`src/rtl/sdre_pkg.sv`:
```
// Shared types and constants for the signed radix digit emitter.
`default_nettype none

package sdre_pkg;

    localparam int SYM_SLOTS       = 16;
    localparam int SYM_W           = 8;
    localparam int VALUE_W         = 32;
    localparam int COUNT_W         = 5;
    localparam int CFG_IDX_W       = 2;
    localparam int CFG_DATA_W      = 64;
    localparam int DIGIT_W         = 4;
    localparam int DIG_SLOTS       = 32;
    localparam int DIG_IDX_W       = 5;
    localparam int ND_W            = 6;
    localparam int BITS_PER_STEP   = 8;
    localparam int STEPS_PER_DIGIT = VALUE_W / BITS_PER_STEP;
    localparam int STEP_W          = 2;
    localparam int QDEPTH          = 2;
    localparam int QPTR_W          = 1;
    localparam int QCNT_W          = 2;

    localparam logic [SYM_W-1:0] SIGN_MINUS = 8'h2D;
    localparam logic [SYM_W-1:0] SIGN_PLUS  = 8'h2B;

    typedef enum logic [CFG_IDX_W-1:0] {
        REG_SYMBOLS_LOW  = 2'd0,
        REG_SYMBOLS_HIGH = 2'd1,
        REG_SYMBOL_COUNT = 2'd2
    } cfg_reg_t;

    typedef logic [SYM_SLOTS-1:0][SYM_W-1:0] sym_tab_t;

    typedef struct packed {
        logic               neg;
        logic [VALUE_W-1:0] mag;
    } entry_t;

    typedef enum logic [1:0] {
        ST_IDLE,
        ST_DIV,
        ST_SIGN,
        ST_EMIT
    } back_state_t;

endpackage

`default_nettype wire

```
`src/rtl/signed_radix_digit_emitter_unit.sv`:
```
// Top level of the signed radix digit emitter: config registers and wiring.
// The digit engine divides the 32-bit magnitude by the radix, 8 bits/cycle, and
//   emits the sign and symbols only once every digit of a value is stored.
// The engine finishes one value before it takes the next; a two-entry queue takes
//   new values while the engine works.
// Reset: asynchronous, active low; symbols "0","1" and radix 2, queue and engine empty.
`default_nettype none

module signed_radix_digit_emitter_unit #(
    parameter int MAX_SYMBOLS = 16
) (
    input  wire logic                                   clk,
    input  wire logic                                   rst_n,
    // input channel
    input  wire logic                                   in_valid,
    output logic                                        in_ready,
    input  wire logic signed [sdre_pkg::VALUE_W-1:0]    value,
    // output channel, one transaction per character
    output logic                                        out_valid,
    input  wire logic                                   out_ready,
    output logic [sdre_pkg::SYM_W-1:0]                  symbol,
    output logic                                        last,
    // configuration writes
    input  wire logic                                   cfg_we,
    input  wire logic [sdre_pkg::CFG_IDX_W-1:0]         cfg_index,
    input  wire logic [sdre_pkg::CFG_DATA_W-1:0]        cfg_data
);
    import sdre_pkg::*;

    logic [CFG_DATA_W-1:0]  symbols_low_reg;
    logic [CFG_DATA_W-1:0]  symbols_high_reg;
    logic [COUNT_W-1:0]     symbol_count_reg;
    sym_tab_t               sym_tab;

    logic                   push_valid;
    logic                   push_ready;
    entry_t                 push_data;
    logic                   q_valid;
    logic                   q_pop;
    entry_t                 q_data;

    // Configuration registers; writes to an unknown index are dropped.
    always_ff @(posedge clk or negedge rst_n)
    begin
        if (!rst_n)
        begin
            symbols_low_reg  <= CFG_DATA_W'(64'h3130);
            symbols_high_reg <= '0;
            symbol_count_reg <= COUNT_W'(2);
        end
        else if (cfg_we)
        begin
            unique case (cfg_reg_t'(cfg_index))
                REG_SYMBOLS_LOW:  symbols_low_reg  <= cfg_data;
                REG_SYMBOLS_HIGH: symbols_high_reg <= cfg_data;
                REG_SYMBOL_COUNT: symbol_count_reg <= cfg_data[COUNT_W-1:0];
                default:          symbol_count_reg <= symbol_count_reg;
            endcase
        end
    end

    // Symbol 0 sits in the low byte of the low register.
    assign sym_tab = {symbols_high_reg, symbols_low_reg};

    // Front end: check the base, take sign and magnitude.
    sdre_front #(
        .MAX_SYMBOLS (MAX_SYMBOLS)
    ) u_front (
        .in_valid     (in_valid),
        .in_ready     (in_ready),
        .value        (value),
        .sym_tab      (sym_tab),
        .symbol_count (symbol_count_reg),
        .push_valid   (push_valid),
        .push_ready   (push_ready),
        .push_data    (push_data)
    );

    // Hold pending values so the front keeps accepting while digits go out.
    sdre_queue u_queue (
        .clk        (clk),
        .rst_n      (rst_n),
        .push_valid (push_valid),
        .push_ready (push_ready),
        .push_data  (push_data),
        .pop_valid  (q_valid),
        .pop        (q_pop),
        .pop_data   (q_data)
    );

    // Back end: divide out the digits, then emit sign and symbols.
    sdre_back u_back (
        .clk       (clk),
        .rst_n     (rst_n),
        .q_valid   (q_valid),
        .q_pop     (q_pop),
        .q_data    (q_data),
        .sym_tab   (sym_tab),
        .radix     (symbol_count_reg),
        .out_valid (out_valid),
        .out_ready (out_ready),
        .symbol    (symbol),
        .last      (last)
    );

endmodule

`default_nettype wire

```
`src/rtl/sdre_front.sv`:
```
// Front end: accept values, check the symbol table, split sign and magnitude.
`default_nettype none

module sdre_front #(
    parameter int MAX_SYMBOLS = 16
) (
    input  wire logic                                   in_valid,
    output logic                                        in_ready,
    input  wire logic signed [sdre_pkg::VALUE_W-1:0]    value,
    input  wire sdre_pkg::sym_tab_t                     sym_tab,
    input  wire logic [sdre_pkg::COUNT_W-1:0]           symbol_count,
    output logic                                        push_valid,
    input  wire logic                                   push_ready,
    output sdre_pkg::entry_t                            push_data
);
    import sdre_pkg::*;

    logic base_ok;

    // A base is usable when the count is in range, no symbol in use is a sign
    // character and no two symbols in use are equal.
    always_comb
    begin
        base_ok = (symbol_count >= COUNT_W'(2)) && (symbol_count <= COUNT_W'(MAX_SYMBOLS));
        for (int i = 0; i < MAX_SYMBOLS; i++)
        begin
            if (COUNT_W'(i) < symbol_count)
            begin
                if (sym_tab[i] == SIGN_PLUS || sym_tab[i] == SIGN_MINUS)
                begin
                    base_ok = 1'b0;
                end
                for (int j = i + 1; j < MAX_SYMBOLS; j++)
                begin
                    if (COUNT_W'(j) < symbol_count && sym_tab[i] == sym_tab[j])
                    begin
                        base_ok = 1'b0;
                    end
                end
            end
        end
    end

    // Drop transactions that arrive with an unusable base.
    assign in_ready       = push_ready;
    assign push_valid     = in_valid && base_ok;
    assign push_data.neg  = value[VALUE_W-1];
    assign push_data.mag  = value[VALUE_W-1] ? (~value + 1'b1) : value;

endmodule

`default_nettype wire

```
`src/rtl/sdre_queue.sv`:
```
// Two-entry queue between the front end and the digit engine.
`default_nettype none

module sdre_queue (
    input  wire logic               clk,
    input  wire logic               rst_n,
    input  wire logic               push_valid,
    output logic                    push_ready,
    input  wire sdre_pkg::entry_t   push_data,
    output logic                    pop_valid,
    input  wire logic               pop,
    output sdre_pkg::entry_t        pop_data
);
    import sdre_pkg::*;

    entry_t              slots [QDEPTH];
    logic [QPTR_W-1:0]   wr_ptr_reg;
    logic [QPTR_W-1:0]   wr_ptr_next;
    logic [QPTR_W-1:0]   rd_ptr_reg;
    logic [QPTR_W-1:0]   rd_ptr_next;
    logic [QCNT_W-1:0]   count_reg;
    logic [QCNT_W-1:0]   count_next;
    logic                do_push;
    logic                do_pop;

    assign push_ready = (count_reg != QCNT_W'(QDEPTH));
    assign pop_valid  = (count_reg != '0);
    assign pop_data   = slots[rd_ptr_reg];
    assign do_push    = push_valid && push_ready;
    assign do_pop     = pop && pop_valid;

    always_comb
    begin
        wr_ptr_next = do_push ? wr_ptr_reg + 1'b1 : wr_ptr_reg;
        rd_ptr_next = do_pop ? rd_ptr_reg + 1'b1 : rd_ptr_reg;
        count_next  = count_reg + QCNT_W'(do_push) - QCNT_W'(do_pop);
    end

    always_ff @(posedge clk or negedge rst_n)
    begin
        if (!rst_n)
        begin
            wr_ptr_reg <= '0;
            rd_ptr_reg <= '0;
            count_reg  <= '0;
        end
        else
        begin
            wr_ptr_reg <= wr_ptr_next;
            rd_ptr_reg <= rd_ptr_next;
            count_reg  <= count_next;
        end
    end

    always_ff @(posedge clk)
    begin
        if (do_push)
        begin
            slots[wr_ptr_reg] <= push_data;
        end
    end

endmodule

`default_nettype wire

```
`src/rtl/sdre_back.sv`:
```
// Digit engine: divide by the radix eight bits a cycle, then emit symbols.
`default_nettype none

module sdre_back (
    input  wire logic                           clk,
    input  wire logic                           rst_n,
    input  wire logic                           q_valid,
    output logic                                q_pop,
    input  wire sdre_pkg::entry_t               q_data,
    input  wire sdre_pkg::sym_tab_t             sym_tab,
    input  wire logic [sdre_pkg::COUNT_W-1:0]   radix,
    output logic                                out_valid,
    input  wire logic                           out_ready,
    output logic [sdre_pkg::SYM_W-1:0]          symbol,
    output logic                                last
);
    import sdre_pkg::*;

    back_state_t            state_reg;
    back_state_t            state_next;
    logic [VALUE_W-1:0]     work_reg;
    logic [VALUE_W-1:0]     work_next;
    logic [DIGIT_W-1:0]     rem_reg;
    logic [DIGIT_W-1:0]     rem_next;
    logic [STEP_W-1:0]      step_reg;
    logic [STEP_W-1:0]      step_next;
    logic [ND_W-1:0]        nd_reg;
    logic [ND_W-1:0]        nd_next;
    logic                   neg_reg;
    logic                   neg_next;
    logic [DIG_IDX_W-1:0]   emit_idx_reg;
    logic [DIG_IDX_W-1:0]   emit_idx_next;
    logic                   out_valid_reg;
    logic                   out_valid_next;
    logic [SYM_W-1:0]       symbol_reg;
    logic [SYM_W-1:0]       symbol_next;
    logic                   last_reg;
    logic                   last_next;
    logic [DIGIT_W-1:0]     digit_mem [DIG_SLOTS];
    logic                   dig_we;
    logic                   out_free;
    logic [DIGIT_W-1:0]     rem_v;
    logic [BITS_PER_STEP-1:0] quo_v;
    logic [DIGIT_W:0]       trial;

    assign out_free  = !out_valid_reg || out_ready;
    assign out_valid = out_valid_reg;
    assign symbol    = symbol_reg;
    assign last      = last_reg;

    // Restoring division, one quotient bit per step, eight steps per cycle.
    always_comb
    begin
        rem_v = rem_reg;
        quo_v = '0;
        trial = '0;
        for (int i = 0; i < BITS_PER_STEP; i++)
        begin
            trial = {rem_v, work_reg[VALUE_W-1-i]};
            if (trial >= radix)
            begin
                quo_v[BITS_PER_STEP-1-i] = 1'b1;
                rem_v = DIGIT_W'(trial - radix);
            end
            else
            begin
                rem_v = trial[DIGIT_W-1:0];
            end
        end
    end

    always_comb
    begin
        state_next     = state_reg;
        work_next      = work_reg;
        rem_next       = rem_reg;
        step_next      = step_reg;
        nd_next        = nd_reg;
        neg_next       = neg_reg;
        emit_idx_next  = emit_idx_reg;
        out_valid_next = out_valid_reg && !out_ready;
        symbol_next    = symbol_reg;
        last_next      = last_reg;
        q_pop          = 1'b0;
        dig_we         = 1'b0;
        unique case (state_reg)
            ST_IDLE:
            begin
                if (q_valid)
                begin
                    q_pop      = 1'b1;
                    work_next  = q_data.mag;
                    neg_next   = q_data.neg;
                    rem_next   = '0;
                    step_next  = '0;
                    nd_next    = '0;
                    state_next = ST_DIV;
                end
            end
            ST_DIV:
            begin
                work_next = {work_reg[VALUE_W-BITS_PER_STEP-1:0], quo_v};
                rem_next  = rem_v;
                step_next = step_reg + 1'b1;
                if (step_reg == STEP_W'(STEPS_PER_DIGIT - 1))
                begin
                    // Digit complete: store it, restart the remainder.
                    dig_we   = 1'b1;
                    rem_next = '0;
                    nd_next  = nd_reg + 1'b1;
                    if (work_next == '0 || nd_reg == ND_W'(DIG_SLOTS - 1))
                    begin
                        emit_idx_next = nd_reg[DIG_IDX_W-1:0];
                        state_next    = neg_reg ? ST_SIGN : ST_EMIT;
                    end
                end
            end
            ST_SIGN:
            begin
                if (out_free)
                begin
                    out_valid_next = 1'b1;
                    symbol_next    = SIGN_MINUS;
                    last_next      = 1'b0;
                    state_next     = ST_EMIT;
                end
            end
            ST_EMIT:
            begin
                if (out_free)
                begin
                    out_valid_next = 1'b1;
                    symbol_next    = sym_tab[digit_mem[emit_idx_reg]];
                    last_next      = (emit_idx_reg == '0);
                    if (emit_idx_reg == '0)
                    begin
                        state_next = ST_IDLE;
                    end
                    else
                    begin
                        emit_idx_next = emit_idx_reg - 1'b1;
                    end
                end
            end
            default:
            begin
                state_next = ST_IDLE;
            end
        endcase
    end

    always_ff @(posedge clk or negedge rst_n)
    begin
        if (!rst_n)
        begin
            state_reg     <= ST_IDLE;
            out_valid_reg <= 1'b0;
            step_reg      <= '0;
            nd_reg        <= '0;
            emit_idx_reg  <= '0;
            neg_reg       <= 1'b0;
            rem_reg       <= '0;
        end
        else
        begin
            state_reg     <= state_next;
            out_valid_reg <= out_valid_next;
            step_reg      <= step_next;
            nd_reg        <= nd_next;
            emit_idx_reg  <= emit_idx_next;
            neg_reg       <= neg_next;
            rem_reg       <= rem_next;
        end
    end

    always_ff @(posedge clk)
    begin
        work_reg   <= work_next;
        symbol_reg <= symbol_next;
        last_reg   <= last_next;
        if (dig_we)
        begin
            digit_mem[nd_reg[DIG_IDX_W-1:0]] <= rem_v;
        end
    end

    a_nd_range: assert property (@(posedge clk) disable iff (!rst_n)
        nd_reg <= ND_W'(DIG_SLOTS))
        else $error("digit count beyond buffer");

    a_rem_below_radix: assert property (@(posedge clk) disable iff (!rst_n)
        state_reg == ST_DIV |-> {1'b0, rem_reg} < radix)
        else $error("partial remainder not below radix");

    a_sign_only_negative: assert property (@(posedge clk) disable iff (!rst_n)
        state_reg == ST_SIGN |-> neg_reg)
        else $error("sign emitted for non-negative value");

    a_last_ends_value: assert property (@(posedge clk) disable iff (!rst_n)
        (state_reg == ST_EMIT && out_free && emit_idx_reg == '0) |=>
            (state_reg == ST_IDLE && out_valid_reg && last_reg))
        else $error("final symbol did not close the value");

endmodule

`default_nettype wire
```
`config.mk`:
```
export PLATFORM = sky130hd
export DESIGN_NAME = signed_radix_digit_emitter_unit
export DESIGN_NICKNAME = d
export VERILOG_FILES = /design/src/rtl/sdre_pkg.sv /design/src/rtl/signed_radix_digit_emitter_unit.sv /design/src/rtl/sdre_front.sv /design/src/rtl/sdre_queue.sv /design/src/rtl/sdre_back.sv
export SDC_FILE = /design/constraint.sdc
export NUM_CORES = 1
export LEC_CHECK = 0
export BUFFER_PORTS_ARGS = -buffer_cell sky130_fd_sc_hd__buf_2
export CORE_UTILIZATION = 40
export CTS_CLUSTER_DIAMETER = 50
export DETAILED_ROUTE_END_ITERATION = 16
export PLACE_DENSITY = 0.65
export SLEW_MARGIN = 20
export SYNTH_ARGS = -nofsm -noshare
export SYNTH_HDL_FRONTEND = slang
export SYNTH_SLANG_ARGS = --single-unit
```
`constraint.sdc`:
```
create_clock -name clk -period 22 [get_ports clk]
set_input_delay 1.1 -clock clk [delete_from_list [all_inputs] [get_ports clk]]
set_output_delay 1.1 -clock clk [all_outputs]
set_load 0.01 [all_outputs]
```
==> reports/results.txt, run 1 <==
The run finished with clean final reports. The number of maximum-capacitance constraint violations came out at 0. In the final layout, flip-flops and latches occupy 11,000 um2. Synthesis produced a netlist with a net count of 3,205. The die covers 79,800 um2. Buffers added to address setup during post-CTS repair amount to 0. The element type at the critical path end is a flop. For the final database, setup skew stands at 0.0255 ns.

In this run the core area contains 102 standard-cell rows. In the final timing run, aggregate negative setup slack is 0 ns. After detailed routing, the number of remaining DRC violations is 0. The part of the cycle the worst path needs was 68.9%. Worst relative slew slack: 21.1%.

The routed layout has 25.0k vias. For this run, asynchronously set or reset flops after synthesis account for 40.2%. For the total area of multi-input combinational cells, the log shows 18,800 um2. Top cell type by total area after synthesis: edfxtp_1. Of all nets on the critical path, the largest fanout is 19.

The die is 282 um tall. The first-pass detailed-route iteration total came out at 5. Leaving out fill and tap cells, the most frequent cell in the layout is xnor2_1. The number of warning messages in the yosys log was 0.

The die span in x works out to 282 um. The tightest min-delay check is of the input port to async pin type. The clock net in this run drives a total of 393 sinks.

TritonCTS built the clock tree. Based on the critical path, the design can be clocked at up to 66.0 MHz. Mean number of vias per cell: 6.09.

The number of inserted filler cells in the final layout is 7,381, and the number of enable-type register cells in the synthesized netlist is 235. Buffers inserted during clock tree synthesis total 50. Global routing consumed, over all layers together, 27.5% of the routing resources. The max-slew violation count was 0; the final-stage net count was 3,189.

Sequential elements use 35.0% of the synthesized area. In this design, the stage delay of the slowest critical-path cell is 0.90 ns. The library cells used most frequently in the layout, excluding fill and tap cells, are xnor2_1 (762), xor2_1 (262), edfxtp_1 (235).

The core region is 77,600 um2. The dominant register cell in the synthesized netlist is edfxtp_1. The start-to-end type of the worst setup path was flop to flop. STA puts the critical path data arrival time at 15.65 ns. The logs give 0 for the quantity of hold-fixing buffers added after cts and 0.63 ns for the clock latency at the later pin of the worst-skew pair. The per-instance average area after synthesis is 10.4 um2.

Number of distinct library cells after synthesis: 79. The total overflow left after global routing is 0. In this run, synthesis produced a sequential element count of 393. The H-tree generated during clock tree synthesis spans 2 levels.

Ranked by total cell area, the synthesized netlist is headed by edfxtp_1 (22%), xnor2_1 (21%), dfrtp_1 (12%), xor2_1 (7.3%), mux2_2 (5.5%). Setup repair after global routing left no endpoint under its margin. The boundary pin count was 114; the final critical path time including I/O delays and setup was 15.16 ns. The area overhead of the layout relative to synthesis is 10.4%, and the routed length per placed instance is 27.0 um. The post-route antenna net violation count is 0, and the area fraction of the dominant cell type after synthesis is 22.4%.

Cells with a size suffix above 1 make up 18.7% of the layout. Routability-driven placement finished with a final weighted congestion of 1.05. The tree is rooted in a clkbuf_16. For the worst setup path, the data required time is 22.49 ns. Setup violations remaining at the end of the flow were counted as 0. The run gives 31,500 um2 as the synthesized cell area. After clock tree synthesis, the clock-pin slew on the worst setup and hold paths is 0.06 ns. The critical path's slowest cell was dfstp_2. The tools report the initial antenna violation count as 2. The cell with the most instances on the worst path was a21o_1. The nature of the critical path startpoint is a flop. The starting utilization of the core area is 40.5%, and the flip-flop count of the largest register, all copies and words added is 128. In this run the tool buffered the top-level ports with 113 buffer cells. The half-perimeter wire length after detailed placement was 70,500 um; the overall routed net length was 111,000 um. The number of design-rule violations left by the first detailed-router iteration came out at 3,246. Kind of cell adding the most delay to the critical path: compound AO/OA/AOI/OAI gates. The logs give 0 for the hold violation total from the final report and 3,039 for the cell count after synthesis.

Together, buffers and inverters on the worst path number 7. The wire length of the first global-routing pass was 162,000 um; the post-cts sizing count was 0. For the pin with the worst max-slew slack, the measured transition is 1.17 ns. Number of buffers on the longest clock path: 3.

Entering global routing, the biggest net connects 67 pins. The via count of the first global-routing pass came out at 24.0k.
[synthesized netlist by cell type, types with 4 or more instances]
cell	number
mux2_2	153
o311ai_0	4
nand4_1	185
edfxtp_1	235
nand2_1	68
o21ai_0	66
a21oi_1	50
a211oi_1	9
clkbuf_1	50
nand4b_1	11
a31oi_1	29
fa_1	8
buf_4	11
mux4_2	40
buf_6	6
o21ai_1	6
nand2b_1	14
ha_1	55
or3_1	9
mux2i_1	100
buf_2	166
a32o_1	4
xor2_1	262
xnor2_1	762
dfstp_2	6
nand3_1	33
a21o_1	32
o41ai_1	4
dfrtp_1	152
nor4b_1	7
a22oi_1	23
nor2b_1	9
o31ai_1	9
and2_1	5
nand3b_1	7
a221oi_1	6
nor3_1	75
buf_1	96
nor4_1	93
nor2_1	75
inv_1	46
[cell type report]
cell class | instances | area share, %
timing repair buffer | 261 | 4.85
sequential | 393 | 31.7
clock buffer | 56 | 3.73
clock inverter | 37 | 1.39
inverter | 47 | 0.508
tap | 1040 | 3.75
antenna | 2 | 0.0144
multi-input combinational | 2270 | 54.0
[worst paths after layout]
kind,cells after the start,end,startpoint,slack [ns]
setup / recovery,60,u_back.emit_idx_reg[4],symbol_count_reg[1],6.84
hold / removal,1,symbols_low_reg[20],rst_n,0.36
setup reg to reg,60,u_back.emit_idx_reg[4],symbol_count_reg[1],6.84
hold reg to reg,2,u_back.neg_reg,u_back.neg_reg,0.50
max in group asynchronous,2,symbols_low_reg[7],rst_n,20.38
min in group clk,2,u_back.neg_reg,u_back.neg_reg,0.50
[layer usage]
layer	vias up	track usage [%]	share of wire, %
li1	10668	-	-
met1	12285	36.7	40
met2	1611	40.9	43
met3	428	6.97	12
met4	2	14.0	5.7
met5	-	0	0.0090
[worst reg2reg max path, delay by kind of cell (launching register included)]
kind | cells | cell delay [ns]
multiplexers | 5 | 1.98
buffers and inverters | 7 | 0.87
AND/OR/NAND/NOR | 6 | 1.16
adder cells (fa/ha/maj) | 8 | 2.24
AO/OA/AOI/OAI | 34 | 7.91
flip-flops | 1 | 0.90
[through the flow]
| stage | worst slack, ns | cells | utilization (%) | area (um2) | hold slack (ns) |
|---|---|---|---|---|---|
| 2_1_floorplan | 8.32 | 3039 | - | 31500 | 0.451 |
| 3_3_place_gp | 7.10 | 4011 | 42.5 | 32900 | 0.477 |
| 3_5_place_dp | 6.86 | 4011 | 42.5 | 32900 | 0.495 |
| 4_1_cts | 6.86 | 4104 | 44.7 | 34700 | 0.359 |
| 5_1_grt | 5.91 | 4104 | 44.8 | 34700 | 0.378 |
| 6_report | 6.84 | 4106 | 44.8 | 34700 | 0.357 |
[cell families after synthesis]
logic type	count (synthesis)	synth area share, %
compound gates	275	5.76
simple gates	613	11.0
xor+xnor	1024	28.5
fa+ha+maj	63	2.70
flops	393	35.0
buf+inv	376	5.42
mux	295	11.6
Power of run 1 is not shown: default switching activity piles up to over one toggle a cycle in this logic, so the estimate is an artifact.
==> run 2: changes to the inputs <==
PLACE_DENSITY = 0.67   (was 0.65)
clock period = 13.25 ns   (was 22 ns; I/O delays follow)
==> run 2 against run 1 <==
- die area is the same
- critical path type unchanged
- sequential share of layout area is essentially flat
- setup slack lost 6.0 ns
- first-iteration DRC count grew 0.74%
- global-route usage shrank 0.44 points
- routed wire length shrank 1.6%
- flip-flop and latch count is the same
- clock-buffer cell count shrank 1
- critical path depth shrank 1
- register-to-register slack lost 6.0 ns
- hold slack lost 0.30 ns
- clock skew grew 0.0096 ns
==> reports/results.txt, run 2 (synthesis results as in run 1) <==
The number of buffers and inverters on the critical path was 8 (was 7). The tools report the clock latency at the later pin of the worst-skew pair as 0.64 ns (was 0.63 ns). The quantity of hold-fixing buffers added after cts is 0 (unchanged). The run gives 77,600 um2 (unchanged) as the placeable core area. The non-filler instance count after layout is 4,113 (was 4,106), and the fraction of final layout cells with drive strength greater than 1 is 19.3% (was 18.7%).

For the number of vias in the routed layout, the log shows 24.9k (was 25.0k). Critical path's slowest cell: dfstp_2 (unchanged). The logs give 43,100 um (was 44,500 um) for the met1 layer wirelength in the final routing and 46,800 um (was 47,100 um) for the wire length on met2. The run gives -0.143 ns (was 6.86 ns) as the worst slack after detailed placement. For the number of diodes added for antenna fixing, the log shows 0 (was 2).

The run gives 3 (unchanged) as the number of buffers on the longest clock path. The peak per-stage delay on the critical path was 0.53 ns (was 0.90 ns); the first-pass detailed-route iteration total was 6 (was 5). The transition at the pin with the smallest max-transition slack was 1.17 ns (about the same); the overall track demand over capacity in global routing was 27.0% (was 27.5%). The tools report the reg-to-reg endpoint as u_back.emit_idx_reg[4] (unchanged). The total clock sinks was 393 (unchanged). The overall die area was 79,800 um2 (unchanged).

The number of buffers inserted during clock tree synthesis was 49 (was 50). TritonCTS built the clock tree. Placed instance count: 4,016 (was 4,011). The count of input and output buffers is 113 (unchanged).

The cell with the most instances on the worst path is a21o_1 (unchanged). The launch point of the critical path was symbol_count_reg[1] (unchanged). The placer's final routability congestion estimate was 1.02 (was 1.05); the routed length per placed instance was 26.5 um (was 27.0 um). The mean number of vias per cell was 6.06 (was 6.09). The run gives 23.9k (was 24.0k) as the via count of the first global-routing pass.

Area taken by flip-flops and latches: 11,000 um2 (about the same). The tools report the number of maximum-capacitance constraint violations as 0 (unchanged). The endpoint arrival time on the critical path came out at 12.92 ns (was 15.65 ns). The logs give 13,000 um (was 12,800 um) for the detailed route wirelength on metal3 and 109,000 um (was 111,000 um) for the overall routed net length. Commonest cells after routing, fill and taps aside: xnor2_1 (762), xor2_1 (262), edfxtp_1 (235) (unchanged).

The maximum fanout encountered on the critical timing path was 9 (was 19). The total DRC errors in the routed layout is 0 (unchanged), and the starting utilization of the core area is 40.5% (unchanged). The clock input transition at the sequential cells of the worst setup and hold paths is 0.06 ns (about the same), and the number of setup violations in the final report is 0 (unchanged).

Final worst clock skew: 0.0351 ns (was 0.0255 ns). The total congestion overflow after global routing was 0 (unchanged). The overall die height was 282 um (unchanged); the maximum level of the CTS H-tree was 2 (unchanged). Flip-flop count of the largest register, all copies and words added: 128 (unchanged). The class of the worst hold path is input port to async pin (unchanged).

The element type at the critical path end was a flop (unchanged). Number of design-rule violations left by the first detailed-router iteration: 3,270 (was 3,246). The flow ran to the end, and the final reports show no timing, DRC or antenna violations.

The logs give 90 (was 67) for the largest net degree at the start of global routing and 0.81 ns (was 6.84 ns) for the slack of the worst reg-to-reg path. Reg-to-reg startpoint: symbol_count_reg[1] (unchanged). Die span in x: 282 um (unchanged). The number of inserted filler cells in the final layout was 7,318 (was 7,381); the area overhead of the layout relative to synthesis was 10.5% (was 10.4%). Part of the cycle the worst path needs: 93.9% (was 68.9%). The maximum clock frequency was 80.4 MHz (was 66.0 MHz). The tools report the nature of the critical path startpoint as a flop (unchanged). The kind of cell adding the most delay to the critical path was compound AO/OA/AOI/OAI gates (unchanged). The worst relative slew slack is 21.1% (about the same), and the least setup slack across all paths after layout is 0.812 ns (was 6.84 ns). Total area of multi-input combinational cells: 18,800 um2 (about the same). Root buffer cell: clkbuf_16 (unchanged).

For the row count, the log shows 102 (unchanged). The tools report the hold violation total from the final report as 0 (unchanged). The run gives 160,000 um (was 162,000 um) as the wire length of the first global-routing pass.

The post-route antenna net violation count is 0 (unchanged). The uppermost signal routing layer after detailed routing was met5 (unchanged). The worst setup path endpoint was u_back.emit_idx_reg[4] (unchanged). The initial antenna violation count is 5 (was 2), and the final critical path time including I/O delays and setup is 12.44 ns (was 15.16 ns). The boundary pin count came out at 114 (unchanged). The tools report the half-perimeter wire length after detailed placement as 69,800 um (was 70,500 um).

Most common cell after layout, fill and taps aside: xnor2_1 (unchanged). The start-to-end type of the worst setup path was flop to flop (unchanged). For the required time of the critical path, the log shows 13.73 ns (was 22.49 ns).

The tools report the final-stage net count as 3,200 (was 3,189). The number of cells on the critical path came out at 59 (was 60). The number of cells traversed by the worst register-to-register path is 59 (was 60), and the max-slew violation count is 0 (unchanged).
-- run 2: layout make-up --
| class | instances | share of cell area, % |
|---|---|---|
| Multi-Input combinational cell | 2270 | 54.1 |
| Timing Repair Buffer | 273 | 5.10 |
| Clock buffer | 55 | 3.68 |
| Tap cell | 1040 | 3.74 |
| Clock inverter | 35 | 1.20 |
| Sequential cell | 393 | 31.7 |
| Inverter | 47 | 0.507 |
-- run 2: repair_timing --
action | in CTS | in global routing
endpoints found under the setup margin | 6 | 140
buffers inserted | 1 | 6
gates resized for setup | 1 | 11
pin swaps | 1 | 2
-- run 2: layer usage --
layer	up-vias	global-route usage [%]
li1	10676	-
met1	12147	35.9
met2	1652	40.8
met3	444	7.31
met4	8	12.5
met5	-	0
-- run 2: how the worst min path moves through the flow --
stage,slack [ns],to
final,0.05,symbols_low_reg[17]
after global routing,0.16,symbols_low_reg[17]
after CTS,0.11,symbols_low_reg[17]
after detailed placement,0.49,u_back.step_reg[1]
after global placement,0.47,u_back.neg_reg
after floorplan,0.37,symbol_count_reg[0]
-- run 2: stage by stage --
stage                     setup TNS [ns]  hold slack (ns)  cell area (um2)  utilization [%]
final                                  0           0.0529            34800             44.8
after global routing             -0.0126            0.156            34800             44.8
after CTS                              0            0.110            34700             44.7
after detailed placement          -0.495            0.488            33000             42.5
after global placement                 0            0.470            33000             42.5
after floorplan                        0            0.367            31500                -
Power of run 2 is left out for the same reason.
